===== config.mk =====
export PLATFORM = sky130hd
export DESIGN_NAME = calendar_clock_tick_flat
export DESIGN_NICKNAME = d
export VERILOG_FILES = /design/src/rtl/core/cct_pkg.sv /design/src/rtl/core/cct_in_if.sv /design/src/rtl/core/cct_out_if.sv /design/src/rtl/core/calendar_clock_tick.sv /design/src/flat_wrapper.sv
export SDC_FILE = /design/constraint.sdc
export NUM_CORES = 1
export LEC_CHECK = 0
export CORE_MARGIN = 10
export CORE_UTILIZATION = 35
export DETAILED_ROUTE_END_ITERATION = 10
export DONT_BUFFER_PORTS = 1
export GPL_ROUTABILITY_DRIVEN = 0
export PLACE_DENSITY_LB_ADDON = 0.1
export SLEW_MARGIN = 10
export SYNTH_ARGS = -nofsm -noshare
export SYNTH_HDL_FRONTEND = slang
export SYNTH_SLANG_ARGS = --single-unit
export TNS_END_PERCENT = 30

===== constraint.sdc =====
create_clock -name clk -period 17.6 [get_ports clk]
set_input_delay 3.52 -clock clk [delete_from_list [all_inputs] [get_ports clk]]
set_output_delay 3.52 -clock clk [all_outputs]
set_load 0.01 [all_outputs]

===== src/rtl/core/cct_pkg.sv =====
`timescale 1ns / 1ps
// Package for the calendar clock: field widths, request codes and reset values.
// No dependencies; used by the channel interfaces and the top level.

package cct_pkg;

  localparam int unsigned YEAR_W   = 16;
  localparam int unsigned MONTH_W  = 4;
  localparam int unsigned DAY_W    = 5;
  localparam int unsigned HOUR_W   = 5;
  localparam int unsigned MINUTE_W = 6;
  localparam int unsigned SECOND_W = 6;

  // Request codes carried in req_type.
  typedef enum logic {
    REQ_TICK = 1'b0,
    REQ_LOAD = 1'b1
  } req_type_t;

  localparam logic [YEAR_W-1:0]   RST_YEAR   = YEAR_W'(2018);
  localparam logic [MONTH_W-1:0]  RST_MONTH  = MONTH_W'(1);
  localparam logic [DAY_W-1:0]    RST_DAY    = DAY_W'(1);
  localparam logic [HOUR_W-1:0]   RST_HOUR   = '0;
  localparam logic [MINUTE_W-1:0] RST_MINUTE = '0;
  localparam logic [SECOND_W-1:0] RST_SECOND = '0;

endpackage


===== src/rtl/core/cct_in_if.sv =====
`timescale 1ns / 1ps
// Request channel of the calendar clock: valid/ready plus the request fields.
// Depends on cct_pkg for the field widths.

interface cct_in_if;
  logic                           valid;
  logic                           ready;
  logic                           req_type;
  logic [cct_pkg::YEAR_W-1:0]     load_year;
  logic [cct_pkg::MONTH_W-1:0]    load_month;
  logic [cct_pkg::DAY_W-1:0]      load_day;
  logic [cct_pkg::HOUR_W-1:0]     load_hour;
  logic [cct_pkg::MINUTE_W-1:0]   load_minute;
  logic [cct_pkg::SECOND_W-1:0]   load_second;

  modport source (
    output valid, req_type, load_year, load_month, load_day,
           load_hour, load_minute, load_second,
    input  ready
  );

  modport sink (
    input  valid, req_type, load_year, load_month, load_day,
           load_hour, load_minute, load_second,
    output ready
  );
endinterface


===== src/rtl/core/cct_out_if.sv =====
`timescale 1ns / 1ps
// Result channel of the calendar clock: valid/ready plus the current date and time.
// Depends on cct_pkg for the field widths.

interface cct_out_if;
  logic                           valid;
  logic                           ready;
  logic [cct_pkg::YEAR_W-1:0]     cur_year;
  logic [cct_pkg::MONTH_W-1:0]    cur_month;
  logic [cct_pkg::DAY_W-1:0]      cur_day;
  logic [cct_pkg::HOUR_W-1:0]     cur_hour;
  logic [cct_pkg::MINUTE_W-1:0]   cur_minute;
  logic [cct_pkg::SECOND_W-1:0]   cur_second;

  modport source (
    output valid, cur_year, cur_month, cur_day, cur_hour, cur_minute, cur_second,
    input  ready
  );

  modport sink (
    input  valid, cur_year, cur_month, cur_day, cur_hour, cur_minute, cur_second,
    output ready
  );
endinterface


===== src/rtl/core/calendar_clock_tick.sv =====
`timescale 1ns / 1ps
// A result beat is registered and appears in the cycle after its request beat is accepted.
// Throughput: one request per cycle; the date/time registers double as the
// result register, and a new request is taken whenever the result slot is
// empty or is being drained in the same cycle.
// Reset (rst_n low, synchronous): 2018-01-01 00:00:00, no result pending.
// Depends on cct_pkg, cct_in_if and cct_out_if.

module calendar_clock_tick (
  input  logic      clk,
  input  logic      rst_n,
  cct_in_if.sink    in_chan,
  cct_out_if.source out_chan
);

  localparam int unsigned YW = cct_pkg::YEAR_W;

  // Divisibility by 25 through the inverse of 25 modulo 2^16: a 16-bit value
  // is a multiple of 25 exactly when its product with the inverse, kept to
  // 16 bits, does not exceed (2^16 - 1) / 25.
  localparam logic [YW-1:0] INV25     = YW'(23593);
  localparam logic [YW-1:0] DIV25_MAX = YW'((2**YW - 1) / 25);
  localparam logic [YW-1:0] YEAR_MAX  = '1;

  localparam logic [cct_pkg::MONTH_W-1:0] MON_FEB = cct_pkg::MONTH_W'(2);
  localparam logic [cct_pkg::MONTH_W-1:0] MON_APR = cct_pkg::MONTH_W'(4);
  localparam logic [cct_pkg::MONTH_W-1:0] MON_JUN = cct_pkg::MONTH_W'(6);
  localparam logic [cct_pkg::MONTH_W-1:0] MON_SEP = cct_pkg::MONTH_W'(9);
  localparam logic [cct_pkg::MONTH_W-1:0] MON_NOV = cct_pkg::MONTH_W'(11);

  logic [YW-1:0]                    year_r,   year_nxt;
  logic [cct_pkg::MONTH_W-1:0]      month_r,  month_nxt;
  logic [cct_pkg::DAY_W-1:0]        day_r,    day_nxt;
  logic [cct_pkg::HOUR_W-1:0]       hour_r,   hour_nxt;
  logic [cct_pkg::MINUTE_W-1:0]     minute_r, minute_nxt;
  logic [cct_pkg::SECOND_W-1:0]     second_r, second_nxt;
  logic                             out_valid_r, out_valid_nxt;

  logic                             in_fire;
  logic [YW-1:0]                    div_prod;
  logic                             div25;
  logic                             leap;
  logic [cct_pkg::DAY_W-1:0]        month_len;

  // One extra bit on each stage but the year so the carry-in cannot wrap; the year saturates.
  logic [cct_pkg::SECOND_W:0]       s_t;
  logic [cct_pkg::MINUTE_W:0]       mi_t;
  logic [cct_pkg::HOUR_W:0]         h_t;
  logic [cct_pkg::DAY_W:0]          d_t;
  logic [cct_pkg::MONTH_W:0]        mo_t;
  logic [YW-1:0]                    y_t;

  assign in_chan.ready = !out_valid_r || out_chan.ready;
  assign in_fire       = in_chan.valid && in_chan.ready;

  // Gregorian rule: leap when divisible by 4, except centuries not divisible by 400.
  // With y % 4 == 0, a century is a multiple of 25, and 400 | y needs y % 16 == 0.
  assign div_prod = YW'(year_r * INV25);
  assign div25    = (div_prod <= DIV25_MAX);
  assign leap     = (year_r[1:0] == 2'b00) && !(div25 && (year_r[3:2] != 2'b00));

  always_comb begin
    case (month_r)
      MON_FEB: month_len = leap ? cct_pkg::DAY_W'(29) : cct_pkg::DAY_W'(28);
      MON_APR, MON_JUN, MON_SEP, MON_NOV: month_len = cct_pkg::DAY_W'(30);
      default: month_len = cct_pkg::DAY_W'(31);
    endcase
  end

  // One-second advance; each stage is checked on its own, as loaded values above
  // their range roll over even without an incoming carry.
  always_comb begin
    s_t  = {1'b0, second_r} + 1'b1;
    mi_t = {1'b0, minute_r};
    h_t  = {1'b0, hour_r};
    d_t  = {1'b0, day_r};
    mo_t = {1'b0, month_r};
    y_t  = year_r;
    if (s_t > (cct_pkg::SECOND_W+1)'(59)) begin
      s_t  = '0;
      mi_t = mi_t + 1'b1;
    end
    if (mi_t > (cct_pkg::MINUTE_W+1)'(59)) begin
      mi_t = '0;
      h_t  = h_t + 1'b1;
    end
    if (h_t > (cct_pkg::HOUR_W+1)'(23)) begin
      h_t = '0;
      d_t = d_t + 1'b1;
    end
    if (d_t > {1'b0, month_len}) begin
      d_t  = (cct_pkg::DAY_W+1)'(1);
      mo_t = mo_t + 1'b1;
    end
    if (mo_t > (cct_pkg::MONTH_W+1)'(12)) begin
      mo_t = (cct_pkg::MONTH_W+1)'(1);
      if (year_r != YEAR_MAX) begin
        y_t = year_r + 1'b1;
      end
    end
  end

  always_comb begin
    year_nxt      = year_r;
    month_nxt     = month_r;
    day_nxt       = day_r;
    hour_nxt      = hour_r;
    minute_nxt    = minute_r;
    second_nxt    = second_r;
    out_valid_nxt = out_valid_r && !out_chan.ready;
    if (in_fire) begin
      out_valid_nxt = 1'b1;
      if (in_chan.req_type == cct_pkg::REQ_LOAD) begin
        year_nxt   = in_chan.load_year;
        month_nxt  = in_chan.load_month;
        day_nxt    = in_chan.load_day;
        hour_nxt   = in_chan.load_hour;
        minute_nxt = in_chan.load_minute;
        second_nxt = in_chan.load_second;
      end else begin
        year_nxt   = y_t;
        month_nxt  = mo_t[cct_pkg::MONTH_W-1:0];
        day_nxt    = d_t[cct_pkg::DAY_W-1:0];
        hour_nxt   = h_t[cct_pkg::HOUR_W-1:0];
        minute_nxt = mi_t[cct_pkg::MINUTE_W-1:0];
        second_nxt = s_t[cct_pkg::SECOND_W-1:0];
      end
    end
  end

  always_ff @(posedge clk) begin
    if (!rst_n) begin
      year_r      <= cct_pkg::RST_YEAR;
      month_r     <= cct_pkg::RST_MONTH;
      day_r       <= cct_pkg::RST_DAY;
      hour_r      <= cct_pkg::RST_HOUR;
      minute_r    <= cct_pkg::RST_MINUTE;
      second_r    <= cct_pkg::RST_SECOND;
      out_valid_r <= 1'b0;
    end else begin
      year_r      <= year_nxt;
      month_r     <= month_nxt;
      day_r       <= day_nxt;
      hour_r      <= hour_nxt;
      minute_r    <= minute_nxt;
      second_r    <= second_nxt;
      out_valid_r <= out_valid_nxt;
    end
  end

  // The clock registers hold the state after the last accepted request,
  // which is exactly the pending result beat.
  assign out_chan.valid      = out_valid_r;
  assign out_chan.cur_year   = year_r;
  assign out_chan.cur_month  = month_r;
  assign out_chan.cur_day    = day_r;
  assign out_chan.cur_hour   = hour_r;
  assign out_chan.cur_minute = minute_r;
  assign out_chan.cur_second = second_r;

endmodule


===== src/flat_wrapper.sv =====
// flat-port wrapper written by rule: the top's interface ports become plain ports
module calendar_clock_tick_flat 
  (clk, rst_n, in_chan_valid, in_chan_req_type, in_chan_load_year, in_chan_load_month, in_chan_load_day, in_chan_load_hour, in_chan_load_minute, in_chan_load_second, in_chan_ready, out_chan_valid, out_chan_cur_year, out_chan_cur_month, out_chan_cur_day, out_chan_cur_hour, out_chan_cur_minute, out_chan_cur_second, out_chan_ready);
  cct_in_if in_chan_i ();
  cct_out_if out_chan_i ();
  input  logic clk;
  input  logic rst_n;
  input wire logic [$bits(in_chan_i.valid)-1:0] in_chan_valid;
  input wire logic [$bits(in_chan_i.req_type)-1:0] in_chan_req_type;
  input wire logic [$bits(in_chan_i.load_year)-1:0] in_chan_load_year;
  input wire logic [$bits(in_chan_i.load_month)-1:0] in_chan_load_month;
  input wire logic [$bits(in_chan_i.load_day)-1:0] in_chan_load_day;
  input wire logic [$bits(in_chan_i.load_hour)-1:0] in_chan_load_hour;
  input wire logic [$bits(in_chan_i.load_minute)-1:0] in_chan_load_minute;
  input wire logic [$bits(in_chan_i.load_second)-1:0] in_chan_load_second;
  output wire logic [$bits(in_chan_i.ready)-1:0] in_chan_ready;
  output wire logic [$bits(out_chan_i.valid)-1:0] out_chan_valid;
  output wire logic [$bits(out_chan_i.cur_year)-1:0] out_chan_cur_year;
  output wire logic [$bits(out_chan_i.cur_month)-1:0] out_chan_cur_month;
  output wire logic [$bits(out_chan_i.cur_day)-1:0] out_chan_cur_day;
  output wire logic [$bits(out_chan_i.cur_hour)-1:0] out_chan_cur_hour;
  output wire logic [$bits(out_chan_i.cur_minute)-1:0] out_chan_cur_minute;
  output wire logic [$bits(out_chan_i.cur_second)-1:0] out_chan_cur_second;
  input wire logic [$bits(out_chan_i.ready)-1:0] out_chan_ready;
  assign in_chan_i.valid = in_chan_valid;
  assign in_chan_i.req_type = in_chan_req_type;
  assign in_chan_i.load_year = in_chan_load_year;
  assign in_chan_i.load_month = in_chan_load_month;
  assign in_chan_i.load_day = in_chan_load_day;
  assign in_chan_i.load_hour = in_chan_load_hour;
  assign in_chan_i.load_minute = in_chan_load_minute;
  assign in_chan_i.load_second = in_chan_load_second;
  assign in_chan_ready = in_chan_i.ready;
  assign out_chan_valid = out_chan_i.valid;
  assign out_chan_cur_year = out_chan_i.cur_year;
  assign out_chan_cur_month = out_chan_i.cur_month;
  assign out_chan_cur_day = out_chan_i.cur_day;
  assign out_chan_cur_hour = out_chan_i.cur_hour;
  assign out_chan_cur_minute = out_chan_i.cur_minute;
  assign out_chan_cur_second = out_chan_i.cur_second;
  assign out_chan_i.ready = out_chan_ready;
  calendar_clock_tick u_core (.clk(clk), .rst_n(rst_n), .in_chan(in_chan_i), .out_chan(out_chan_i));
endmodule

==> impl_metrics.py <==
metrics = {
    "status": {
        "outcome": "finished clean",
    },
    "sta": {
        "period_share_pct": 41.2,
        "finalSetupViolCount": 0,
        "layout_min_cycle_time_ns": 7.24,
        "slew_viol_final": 0,
        "fin_tns_setup_ns": 0,
        "slew_headroom_pct": 44.7,
        "final.setup_skew_ns": 0.00518,
        "tightestPinTransition_ns": 0.827,
        "rsz0062_at_grt": "no",
        "hold_viol": 0,
        "clock.fmax_mhz": 138,
    },
    "power": {
        "powerDensity_mw_per_mm2": 76.2,
        "p_sw_w": 0.000155,
        "intPower_w": 0.000243,
        "p_comb_share_pct": 44.7,
        "peakVddDrop_v": 0.0000522,
        "power.leakage_nw": 2.18,
        "pwr-share-seq_pct": 29.5,
        "swShare_pct": 38.9,
        "power_frac_clock_pct": 25.8,
    },
    "yosys": {
        "async_flop_share_pct": 0,
        "yosys.cell_types.count": 73,
        "synth-edff-count": 0,
        "ys_seq_elements": 43,
        "ys_top_cells_by_area": "ha_1 (19%), dfxtp_1 (17%), fa_1 (7.3%)",
        "ys_seq_area_share_pct": 17.4,
        "yosys.cell_count.top_type": "ha_1",
        "yosys_warnings": 0,
        "syn_nets": 741,
        "synth_top_area_cell": "ha_1",
        "synthCells": 601,
        "synth_top_cell_area_share_pct": 18.9,
        "synth-main-ff-cell": "dfxtp_1",
        "ys_top_cells_by_count": "ha_1 (75), inv_1 (61), nand2_1 (50)",
        "syn_area_per_cell_um2": 8.24,
        "syn_area_mm2": 0.00495,
    },
    "cts": {
        "cts_tree": "done",
        "clk_pin_slew_worst_paths_ns": 0.07,
        "cts-buffers-inserted": 5,
        "clockBufferDepth": 2,
        "clock_sinks": 43,
        "root_buffer": "clkbuf_16",
        "ctsHtreeMaxLevel": 2,
        "cts_hold_buf": 0,
        "postCtsResizedCells": 0,
        "clock_latency_ns": 0.30,
        "postCtsSetupBuffers": 0,
    },
    "floorplanning": {
        "core_mm2": 0.0139,
        "io_pins": 91,
        "fp.dieW_um": 139,
        "initial_utilization_pct": 35.7,
        "die_area_mm2": 0.0193,
        "rows": 43,
        "die_y_um": 139,
    },
    "hold_path": {
        "min_to": "u_core.out_chan.cur_year[13]",
        "min_from": "u_core.out_chan.cur_year[13]",
        "hp-class": "reg -> reg",
        "holdPathStages": 2,
    },
    "setup_path": {
        "end_kind": "output pin",
        "crit_type": "in -> out",
        "arrival_ns": 3.72,
        "reg2reg_depth": 26,
        "start_kind": "input port",
        "critPathSlowestCell": "nand2b_1",
        "worstSetupStartpoint": "out_chan_ready",
        "rr_startpoint": "u_core.out_chan.cur_year[0]",
        "critPathRequiredTime_ns": 14.08,
        "cp_num_buf_inv": 0,
        "slowest_delay_ns": 0.20,
        "r2r_end": "u_core.out_chan.cur_year[8]",
        "path_depth": 1,
        "crit_family": "simple AND/OR/NAND/NOR gates",
        "cp_cell_sequence": "nand2b_1",
        "rrSetupSlack_ns": 10.52,
        "cp_max_fo": 4,
    },
    "place": {
        "portBuffers": 0,
        "dpl.hpwl_um": 10900,
        "dp.cells": 753,
    },
    "route": {
        "drt_first_pass_iters": 6,
        "via_per_inst": 5.64,
        "antenna_left": 0,
        "drt-wirelength-per-cell_um": 19.0,
        "drc": 0,
        "drt-total-wl_um": 14500,
        "drt-initial-drc-count": 226,
        "vias": 4291,
    },
    "global_routing": {
        "grt_pass1_vias": 4313,
        "grt_max_degree": 78,
        "grt_pass1_wl_um": 23500,
        "antenna_found_initial": 0,
        "grt_overflow_total": 0,
        "grt_usage_pct": 14.7,
    },
    "layout": {
        "instances_no_fill": 761,
        "area_growth_pct": 5.33,
        "diodes": 0,
        "nets": 720,
        "fillerInstances": 1463,
        "multi_input_area_mm2": 0.00373,
        "regArea_um2": 861,
        "drive_gt1_share_pct": 4.99,
    },
    "flow_run": {
        "drv_cap": 0,
    },
}
==> metal layers <==
layer | GRT usage [%] | share of wire [%]
met5 | 0 | 0
met4 | 3.68 | 1.5
met3 | 4.35 | 6.0
met2 | 23.5 | 45
met1 | 18.7 | 47
==> cell usage in the layout (no fill, tap or decap), drive strengths merged, types with 4 or more instances in the layout <==
master   n
o32a     6
o311ai   4
o211a    7
inv     61
a22oi    5
dfxtp   43
o21ai   39
ha      75
nand3   13
o21a     5
xor2     7
a31oi    5
nor4     5
a211oi   5
o211ai  15
nand2   51
a21boi   8
a21oi   37
and3     8
xnor2   15
nor3    22
clkbuf   7
nand4    8
fa      18
nor2    19
and2    11
o31ai    4
nor2b    9
nand2b   9
==> sequential cells by signal (all words and copies together), names as in the netlist <==
signal and cells:
u_core.out_chan.cur_day 5, u_core.out_chan.cur_hour 5, u_core.out_chan.cur_minute 6, u_core.out_chan.cur_month 4, u_core.out_chan.cur_second 6, u_core.out_chan.cur_year 16
u_core.out_chan.valid 1
==> power by group through the flow <==
stage / sequential (W) / combinational, W / clock, W
after CTS: 0.000118 / 0.000181 / 0.000107
after global placement: 0.000120 / 0.000173 / 0
after global routing: 0.000119 / 0.000206 / 0.000110
after detailed placement: 0.000120 / 0.000176 / 0
after floorplan: 0.000113 / 0.000145 / 0
final: 0.000117 / 0.000178 / 0.000103
==> through the flow <==
| step | utilization, % | setup slack, ns | instance area [um^2] | total power (W) | hold slack (ns) |
|---|---|---|---|---|---|
| 4_1_cts | 37.6 | 10.35 | 5220 | 0.000405 | 0.610 |
| 3_3_place_gp | 36.5 | 10.35 | 5060 | 0.000292 | 0.591 |
| 2_1_floorplan | - | 10.37 | 4950 | 0.000258 | 0.552 |
| 3_5_place_dp | 36.5 | 10.35 | 5060 | 0.000296 | 0.600 |
| 5_1_grt | 37.6 | 10.10 | 5220 | 0.000434 | 0.659 |
| 6_report | 37.6 | 10.36 | 5220 | 0.000398 | 0.602 |
==> worst max path at each step <==
stage | end
global route | u_core.out_chan.cur_year[8]
finish | in_chan_ready
floorplan | in_chan_ready
detailed placement | in_chan_ready
global placement | in_chan_ready
CTS | in_chan_ready
==> logic make-up after synthesis <==
kind of cell    synth area share, %
fa+ha+maj                      26.2
mux                            1.29
compound gates                 25.8
buf+inv                        7.20
flops                          17.4
xor+xnor                       3.89
simple gates                   18.2
==> final cells by class <==
class / count / area share (%)
Clock buffer: 7 / 2.73
Clock inverter: 1 / 0.168
Inverter: 61 / 4.39
Multi-Input combinational cell: 467 / 71.6
Sequential cell: 43 / 16.5
Tap cell: 180 / 4.32
Timing Repair Buffer: 2 / 0.288
Note: power is estimated with default switching activity, not from simulation.
